**config.mk**
```make
export PLATFORM = sky130hd
export DESIGN_NAME = utf8_to_utf16_decoder
export DESIGN_NICKNAME = d
export VERILOG_FILES = /design/src/rtl/u2u_pkg.sv /design/src/rtl/utf8_to_utf16_decoder.sv /design/src/rtl/u2u_front.sv /design/src/rtl/u2u_queue.sv /design/src/rtl/u2u_back.sv
export SDC_FILE = /design/constraint.sdc
export NUM_CORES = 1
export LEC_CHECK = 0
export ABC_AREA = 0
export BUFFER_PORTS_ARGS = -buffer_cell sky130_fd_sc_hd__buf_2
export CORE_MARGIN = 10
export CORE_UTILIZATION = 65
export DETAILED_ROUTE_END_ITERATION = 7
export GPL_TIMING_DRIVEN = 0
export PLACE_DENSITY_LB_ADDON = 0.12
export RECOVER_POWER = 50
export SKIP_LAST_GASP = 1
export SYNTH_ARGS = -nofsm -noshare
export SYNTH_HDL_FRONTEND = slang
export SYNTH_SLANG_ARGS = --single-unit
```
**constraint.sdc**
```tcl
create_clock -name clock -period 7.8 [get_ports clock]
set_clock_uncertainty 0.15 [all_clocks]
set_input_delay 0.78 -clock clock [delete_from_list [all_inputs] [get_ports clock]]
set_output_delay 0.78 -clock clock [all_outputs]
set_load 0.005 [all_outputs]
```
**src/rtl/u2u_pkg.sv**
```systemverilog
// ---------------------------------------------------------------------------
// u2u_pkg
// Shared types and constants for the utf-8 to utf-16 decoder.
// ---------------------------------------------------------------------------
package u2u_pkg;

   // default depth of the queue between decoder front and emitter back
   localparam int U2U_QUEUE_DEPTH = 4;

   // job kinds handed from front to back
   localparam logic [1:0] JOB_SINGLE = 2'd0;
   localparam logic [1:0] JOB_PAIR   = 2'd1;
   localparam logic [1:0] JOB_ERROR  = 2'd2;

   // utf-16 surrogate bases and supplementary offset
   localparam logic [15:0] HIGH_SURROGATE = 16'hD800;
   localparam logic [15:0] LOW_SURROGATE  = 16'hDC00;
   localparam logic [20:0] SUPP_OFFSET    = 21'h010000;

   // input item
   typedef struct packed {
      logic [7:0] data_byte;
      logic       last_byte;
   } u2u_req_type;

   // result item
   typedef struct packed {
      logic [15:0] code_unit;
      logic        is_error;
      logic        last_of_run;
      logic        end_of_string;
   } u2u_rsp_type;

   // decoded job: single unit value, offset value of a pair, or error
   typedef struct packed {
      logic [1:0]  kind;
      logic [19:0] payload;
      logic        last;
   } u2u_job_type;

   // front to queue write port
   typedef struct packed {
      logic        push;
      u2u_job_type job;
   } u2u_wr_type;

endpackage

```
**src/rtl/utf8_to_utf16_decoder.sv**
```systemverilog
// ---------------------------------------------------------------------------
// utf8_to_utf16_decoder
// UTF-8 byte stream to UTF-16 code unit stream.
// ---------------------------------------------------------------------------
// Input queue side: drive req_data (one byte plus a last-byte flag) and
// raise req_push; a transfer happens when req_full is low.
// Result queue side: while rsp_empty is low, rsp_data holds the oldest
// code unit with its flags; raise rsp_pop to take it.
// The front decodes one byte per cycle while req_full is low and writes a
// job into a job queue of QUEUE_DEPTH entries; the back expands jobs into
// results in an output register and gives one result per cycle while the
// receiver takes them. A code point at or above 0x10000 gives a surrogate
// pair, high unit first, and its job stays queued until both units are out.
// Malformed input gives one error result and the remaining bytes of the
// string are dropped.
// Reset clears the decode state, the job queue and the output valid flag.
// When the receiver stalls, the output register and job queue fill, and
// req_full then rises until results are taken.
// ---------------------------------------------------------------------------
module utf8_to_utf16_decoder
   import u2u_pkg::*;
#(
   parameter int QUEUE_DEPTH = U2U_QUEUE_DEPTH
)
(
   input  logic        clock,
   input  logic        reset,
   input  logic        req_push,
   output logic        req_full,
   input  u2u_req_type req_data,
   output logic        rsp_empty,
   input  logic        rsp_pop,
   output u2u_rsp_type rsp_data
);

   u2u_wr_type  wr;
   u2u_job_type head;
   logic        job_empty;
   logic        job_pop;
   logic        accept;

   assign accept = req_push && !req_full;

   // byte decoder
   u2u_front u_front (
      .clock  (clock),
      .reset  (reset),
      .accept (accept),
      .req    (req_data),
      .wr     (wr)
   );

   // job queue
   u2u_queue #(
      .DEPTH (QUEUE_DEPTH)
   ) u_queue (
      .clock (clock),
      .reset (reset),
      .wr    (wr),
      .full  (req_full),
      .empty (job_empty),
      .pop   (job_pop),
      .head  (head)
   );

   // result emitter
   u2u_back u_back (
      .clock     (clock),
      .reset     (reset),
      .job_empty (job_empty),
      .job       (head),
      .job_pop   (job_pop),
      .rsp_empty (rsp_empty),
      .rsp_pop   (rsp_pop),
      .rsp_data  (rsp_data)
   );

endmodule

```
**src/rtl/u2u_front.sv**
```systemverilog
// ---------------------------------------------------------------------------
// u2u_front
// Byte decoder: tracks pending continuation bytes and the code accumulator,
// and turns each completed code point or error into one job.
// ---------------------------------------------------------------------------
module u2u_front
   import u2u_pkg::*;
(
   input  logic        clock,
   input  logic        reset,
   input  logic        accept,
   input  u2u_req_type req,
   output u2u_wr_type  wr
);

   logic [1:0]  pending_ff, pending_in;
   logic [20:0] acc_ff, acc_in;
   logic        skip_ff, skip_in;

   logic [7:0]  b;
   logic        last;
   logic [20:0] acc_next;
   logic [20:0] supp_value;

   assign b        = req.data_byte;
   assign last     = req.last_byte;
   assign acc_next = {acc_ff[14:0], b[5:0]};
   assign supp_value = acc_next - SUPP_OFFSET;

   // classify byte and update decode state
   always_comb begin
      pending_in  = pending_ff;
      acc_in      = acc_ff;
      skip_in     = skip_ff;
      wr.push     = 1'b0;
      wr.job.kind = JOB_SINGLE;
      wr.job.payload = '0;
      wr.job.last = last;
      if (accept) begin
         if (skip_ff) begin
            // drop bytes up to the end of the string
            if (last) begin
               skip_in = 1'b0;
            end
         end else if (pending_ff == 2'd0) begin
            if (b inside {[8'h00:8'h7F]}) begin
               wr.push        = 1'b1;
               wr.job.kind    = JOB_SINGLE;
               wr.job.payload = {12'd0, b};
            end else if (b inside {[8'hC0:8'hF7]} && !last) begin
               // lead byte opens a sequence
               if (b inside {[8'hC0:8'hDF]}) begin
                  pending_in = 2'd1;
                  acc_in     = {16'd0, b[4:0]};
               end else if (b inside {[8'hE0:8'hEF]}) begin
                  pending_in = 2'd2;
                  acc_in     = {17'd0, b[3:0]};
               end else begin
                  pending_in = 2'd3;
                  acc_in     = {18'd0, b[2:0]};
               end
            end else begin
               // bad lead, or lead flagged as last byte
               wr.push     = 1'b1;
               wr.job.kind = JOB_ERROR;
               pending_in  = 2'd0;
               acc_in      = '0;
               skip_in     = !last;
            end
         end else if (b[7:6] != 2'b10) begin
            // missing continuation
            wr.push     = 1'b1;
            wr.job.kind = JOB_ERROR;
            pending_in  = 2'd0;
            acc_in      = '0;
            skip_in     = !last;
         end else if (pending_ff == 2'd1) begin
            // code point complete
            pending_in = 2'd0;
            acc_in     = '0;
            wr.push    = 1'b1;
            if (acc_next[20:16] != 5'd0) begin
               wr.job.kind    = JOB_PAIR;
               wr.job.payload = supp_value[19:0];
            end else begin
               wr.job.kind    = JOB_SINGLE;
               wr.job.payload = {4'd0, acc_next[15:0]};
            end
         end else if (last) begin
            // string ends mid-sequence
            wr.push     = 1'b1;
            wr.job.kind = JOB_ERROR;
            pending_in  = 2'd0;
            acc_in      = '0;
            skip_in     = 1'b0;
         end else begin
            pending_in = pending_ff - 2'd1;
            acc_in     = acc_next;
         end
      end
   end

   // decode state registers
   always_ff @(posedge clock) begin
      if (reset) begin
         pending_ff <= 2'd0;
         acc_ff     <= '0;
         skip_ff    <= 1'b0;
      end else begin
         pending_ff <= pending_in;
         acc_ff     <= acc_in;
         skip_ff    <= skip_in;
      end
   end

endmodule

```
**src/rtl/u2u_queue.sv**
```systemverilog
// ---------------------------------------------------------------------------
// u2u_queue
// Small register queue of decoded jobs between front and back.
// ---------------------------------------------------------------------------
module u2u_queue
   import u2u_pkg::*;
#(
   parameter int DEPTH = U2U_QUEUE_DEPTH
)
(
   input  logic        clock,
   input  logic        reset,
   input  u2u_wr_type  wr,
   output logic        full,
   output logic        empty,
   input  logic        pop,
   output u2u_job_type head
);

   localparam int PTR_W = (DEPTH > 1) ? $clog2(DEPTH) : 1;
   localparam int CNT_W = $clog2(DEPTH + 1);

   u2u_job_type             mem_ff [DEPTH];
   logic [PTR_W-1:0]        wptr_ff, wptr_in;
   logic [PTR_W-1:0]        rptr_ff, rptr_in;
   logic [CNT_W-1:0]        count_ff, count_in;
   logic                    do_pop;

   assign full   = (count_ff == CNT_W'(DEPTH));
   assign empty  = (count_ff == '0);
   assign head   = mem_ff[rptr_ff];
   assign do_pop = pop && !empty;

   // pointer and count update
   always_comb begin
      wptr_in  = wptr_ff;
      rptr_in  = rptr_ff;
      count_in = count_ff;
      if (wr.push) begin
         wptr_in = (wptr_ff == PTR_W'(DEPTH - 1)) ? '0 : wptr_ff + 1'b1;
      end
      if (do_pop) begin
         rptr_in = (rptr_ff == PTR_W'(DEPTH - 1)) ? '0 : rptr_ff + 1'b1;
      end
      if (wr.push && !do_pop) begin
         count_in = count_ff + 1'b1;
      end else if (do_pop && !wr.push) begin
         count_in = count_ff - 1'b1;
      end
   end

   always_ff @(posedge clock) begin
      if (reset) begin
         wptr_ff  <= '0;
         rptr_ff  <= '0;
         count_ff <= '0;
      end else begin
         wptr_ff  <= wptr_in;
         rptr_ff  <= rptr_in;
         count_ff <= count_in;
      end
   end

   // job storage
   always_ff @(posedge clock) begin
      if (wr.push) begin
         mem_ff[wptr_ff] <= wr.job;
      end
   end

endmodule

```
**src/rtl/u2u_back.sv**
```systemverilog
// ---------------------------------------------------------------------------
// u2u_back
// Result emitter: expands each job into one or two utf-16 results and holds
// them in an output register.
// ---------------------------------------------------------------------------
module u2u_back
   import u2u_pkg::*;
(
   input  logic        clock,
   input  logic        reset,
   input  logic        job_empty,
   input  u2u_job_type job,
   output logic        job_pop,
   output logic        rsp_empty,
   input  logic        rsp_pop,
   output u2u_rsp_type rsp_data
);

   logic        out_valid_ff, out_valid_in;
   u2u_rsp_type out_ff, out_in;
   logic        second_ff, second_in;
   logic        load;

   assign rsp_empty = !out_valid_ff;
   assign rsp_data  = out_ff;
   assign load      = (!out_valid_ff || rsp_pop) && !job_empty;

   // build next result from head job
   always_comb begin
      out_valid_in = out_valid_ff && !rsp_pop;
      out_in       = out_ff;
      second_in    = second_ff;
      job_pop      = 1'b0;
      if (load) begin
         out_valid_in = 1'b1;
         case (job.kind)
            JOB_PAIR: begin
               if (!second_ff) begin
                  out_in.code_unit     = HIGH_SURROGATE | {6'd0, job.payload[19:10]};
                  out_in.is_error      = 1'b0;
                  out_in.last_of_run   = 1'b0;
                  out_in.end_of_string = 1'b0;
                  second_in            = 1'b1;
               end else begin
                  out_in.code_unit     = LOW_SURROGATE | {6'd0, job.payload[9:0]};
                  out_in.is_error      = 1'b0;
                  out_in.last_of_run   = 1'b1;
                  out_in.end_of_string = job.last;
                  second_in            = 1'b0;
                  job_pop              = 1'b1;
               end
            end
            JOB_ERROR: begin
               out_in.code_unit     = '0;
               out_in.is_error      = 1'b1;
               out_in.last_of_run   = 1'b1;
               out_in.end_of_string = 1'b1;
               job_pop              = 1'b1;
            end
            default: begin
               out_in.code_unit     = job.payload[15:0];
               out_in.is_error      = 1'b0;
               out_in.last_of_run   = 1'b1;
               out_in.end_of_string = job.last;
               job_pop              = 1'b1;
            end
         endcase
      end
   end

   always_ff @(posedge clock) begin
      if (reset) begin
         out_valid_ff <= 1'b0;
         second_ff    <= 1'b0;
      end else begin
         out_valid_ff <= out_valid_in;
         second_ff    <= second_in;
      end
   end

   // result payload
   always_ff @(posedge clock) begin
      out_ff <= out_in;
   end

endmodule

```
==> impl_metrics.yaml <==
status:
  status: "finished, violations left"
  failed_checks: "capacitance limit, slew limit"
worst_setup_path:
  crit_arrival_ns: 4.30
  crit_type: "flip-flop to flip-flop"
  crit_required_ns: 8.09
  crit_fanout: 10
  endpoint_kind: "flip-flop"
  start_kind: "flip-flop"
job:
  maxCapViolCount: 1
placement:
  io_buffers: 31
  dpl.hpwl_um: 7400
  pre_cts_ws_ns: 4.14
  gp_congestion: 0.914
final_layout:
  nets: 465
  fill_cells: 513
  utilization_pct: 76.1
  antenna_cells: 0
  final_common_cell: "edfxtp_1"
  area_growth_pct: 14.4
  layout_common_cells: "edfxtp_1, nand2_1, dfxtp_1, clkbuf_1, mux4_2"
  drive_gt1_share_pct: 17.5
synth:
  synth.top_cell.area_share_pct: 57.5
  yosysSeqAreaShare_pct: 67.5
  synth.distinct_cells: 48
  syn_inst: 390
  ys_warn_count: 0
  synth_area_um2: 5800
  ys_ff_latch: 140
  synthTopCellsByArea: "edfxtp_1, dfxtp_1, mux4_2"
  synthesis.nets: 415
  synth_flop_cell: "edfxtp_1"
  async_reset_ff_share_pct: 0
  synth_enable_flop_cells: 111
  yosysTopAreaCell: "edfxtp_1"
  avgSynthCellArea_um2: 14.9
route:
  wl_um: 11500
  drt_first_pass_iters: 5
  num_vias: 3422
  drc: 0
  drt_iter0_markers: 219
  drtAntennaViolNets: 0
  via_per_inst: 6.11
  wl_per_cell_um: 20.5
pwr:
  leakage_nw: 2.39
  peakVddDrop_mv: 0.171
  power.density_nw_per_um2: 369
floorplanning:
  io_pins: 34
  num_rows: 34
  initial_utilization_pct: 66.5
  die_y_um: 114
  die_w_um: 114
  die-area_um2: 13100
  coreArea_um2: 8720
clock_network:
  cts_resized: 0
  clk_latency_ns: 0.51
  cts.sinks: 140
  root_buffer: "clkbuf_8"
  cts_max_level: 4
  ctsLongestPathBuffers: 2
  clkTransAtPathRegs_ns: 0.06
  tritoncts: "yes"
  holdBufCountCts: 0
  post-cts-setup-buffer-count: 0
  numCtsBuffers: 17
sta:
  max_slew_margin_pct: -2.70
  finalHoldViolCount: 0
  setup_viol: 0
  slew_violations: 20
  tns_ns: 0
  rsz0062_at_grt: "no"
  setup_slack_ns: 3.79
  finalCriticalPeriod_ns: 4.01
  fmax_mhz: 249
  whs_ns: 0.328
  fin_crit_sh_pct: 51.4
  worstMarginPinSlew_ns: 1.53
min_path:
  worstHoldStart: "u_front.acc_ff[9]"
  hold_path_class: "flip-flop to flip-flop"
grt:
  track_usage_pct: 18.8
  grt_pass1_wl_um: 18800
  antenna_found_initial: 0
  grt_overflow: 0
  grt_max_degree: 24
  grt_pass1_vias: 3642
[layout make-up]
class / count / area [um^2] / area share, %
multi-input combinational: 218 / 1710 / 25.7
inverter: 16 / 60.1 / 0.905
buffer: 16 / 73.8 / 1.11
clock buffer: 18 / 418 / 6.30
clock inverter: 13 / 190 / 2.87
timing repair buffer: 31 / 138 / 2.07
sequential: 140 / 3910 / 59.0
tap: 108 / 135 / 2.04
[power by group]
part | leakage [nW] | switching [W] | internal (W)
Sequential | 1.32 | 0.0000431 | 0.000969
Combinational | 0.778 | 0.000359 | 0.000255
Clock | 0.284 | 0.000301 | 0.000520
Total | 2.39 | 0.000703 | 0.00174
[cell families (layout without fill, tap and decap cells)]
group / after synthesis / in the layout / synth area share [%]
flops: 140 / 140 / 67.5
simple gates: 121 / 121 / 10.7
compound gates: 51 / 51 / 5.74
buf+inv: 32 / 94 / 2.48
mux: 29 / 29 / 10.1
fa+ha+maj: 12 / 12 / 2.72
xor+xnor: 5 / 5 / 0.755
[flip-flops by register name, summed over array words and instances, names as in the netlist, 2 cells and up, named ones only]
register / count
u_back.rsp_data: 19
u_queue.wptr_ff: 2
u_queue.mem_ff: 92
u_queue.count_ff: 3
u_queue.rptr_ff: 2
u_front.acc_ff: 15
u_front.pending_ff: 2
[final timing paths]
path | cells past startpoint | slack, ns | endpoint
worst min register to register | 2 | 0.33 | u_front.acc_ff[9]
worst min-delay path | 2 | 0.33 | u_front.acc_ff[9]
worst max-delay path | 14 | 3.79 | u_queue.count_ff[2]
worst max register to register | 14 | 3.79 | u_queue.count_ff[2]
[synthesized netlist by cell type, types with 2 or more instances]
library cell	number
nor3_2	3
ha_1	11
xnor2_1	3
dfxtp_1	29
a22oi_1	7
clkbuf_1	9
nor3_1	4
a21oi_1	17
buf_6	2
o2bb2ai_1	3
nor2b_1	2
nand2_1	48
nand3_1	10
a211oi_1	2
or3_1	3
xor2_1	2
mux4_2	23
mux2i_1	4
edfxtp_1	111
inv_1	15
buf_2	4
nand2b_1	6
nor2_1	17
o21ai_0	9
a31oi_1	3
and2_1	21
[per-layer routing]
metal / GRT usage [%] / vias to the layer above / wire length (um)
li1: - / 1576 / -
met1: 24.1 / 1704 / 4900
met2: 29.6 / 125 / 5650
met3: 5.40 / 17 / 790
met4: 7.10 / 0 / 129
met5: 0 / - / 0
[per-stage QoR]
stage                     power, W  instance area, um^2  instances
final                      0.00245                 6640        560
after global routing       0.00258                 6640        560
after CTS                  0.00247                 6700        560
after detailed placement   0.00165                 6090        529
after global placement     0.00163                 6090        529
after floorplan            0.00146                 5800        390
[critical path, cell delays in order, from the launching register on]
cell and delay, ns:
dfxtp_1 0.31, buf_2 0.20, clkbuf_1 0.69, mux4_2 0.63
inv_1 0.09, ha_1 0.22, nand2b_1 0.12, o311a_1 0.20
inv_1 0.08, ha_1 0.17, inv_1 0.06, fa_1 0.38
xor2_1 0.18, or3_1 0.31, a21oi_1 0.14
(Power assumes the default switching activity.)
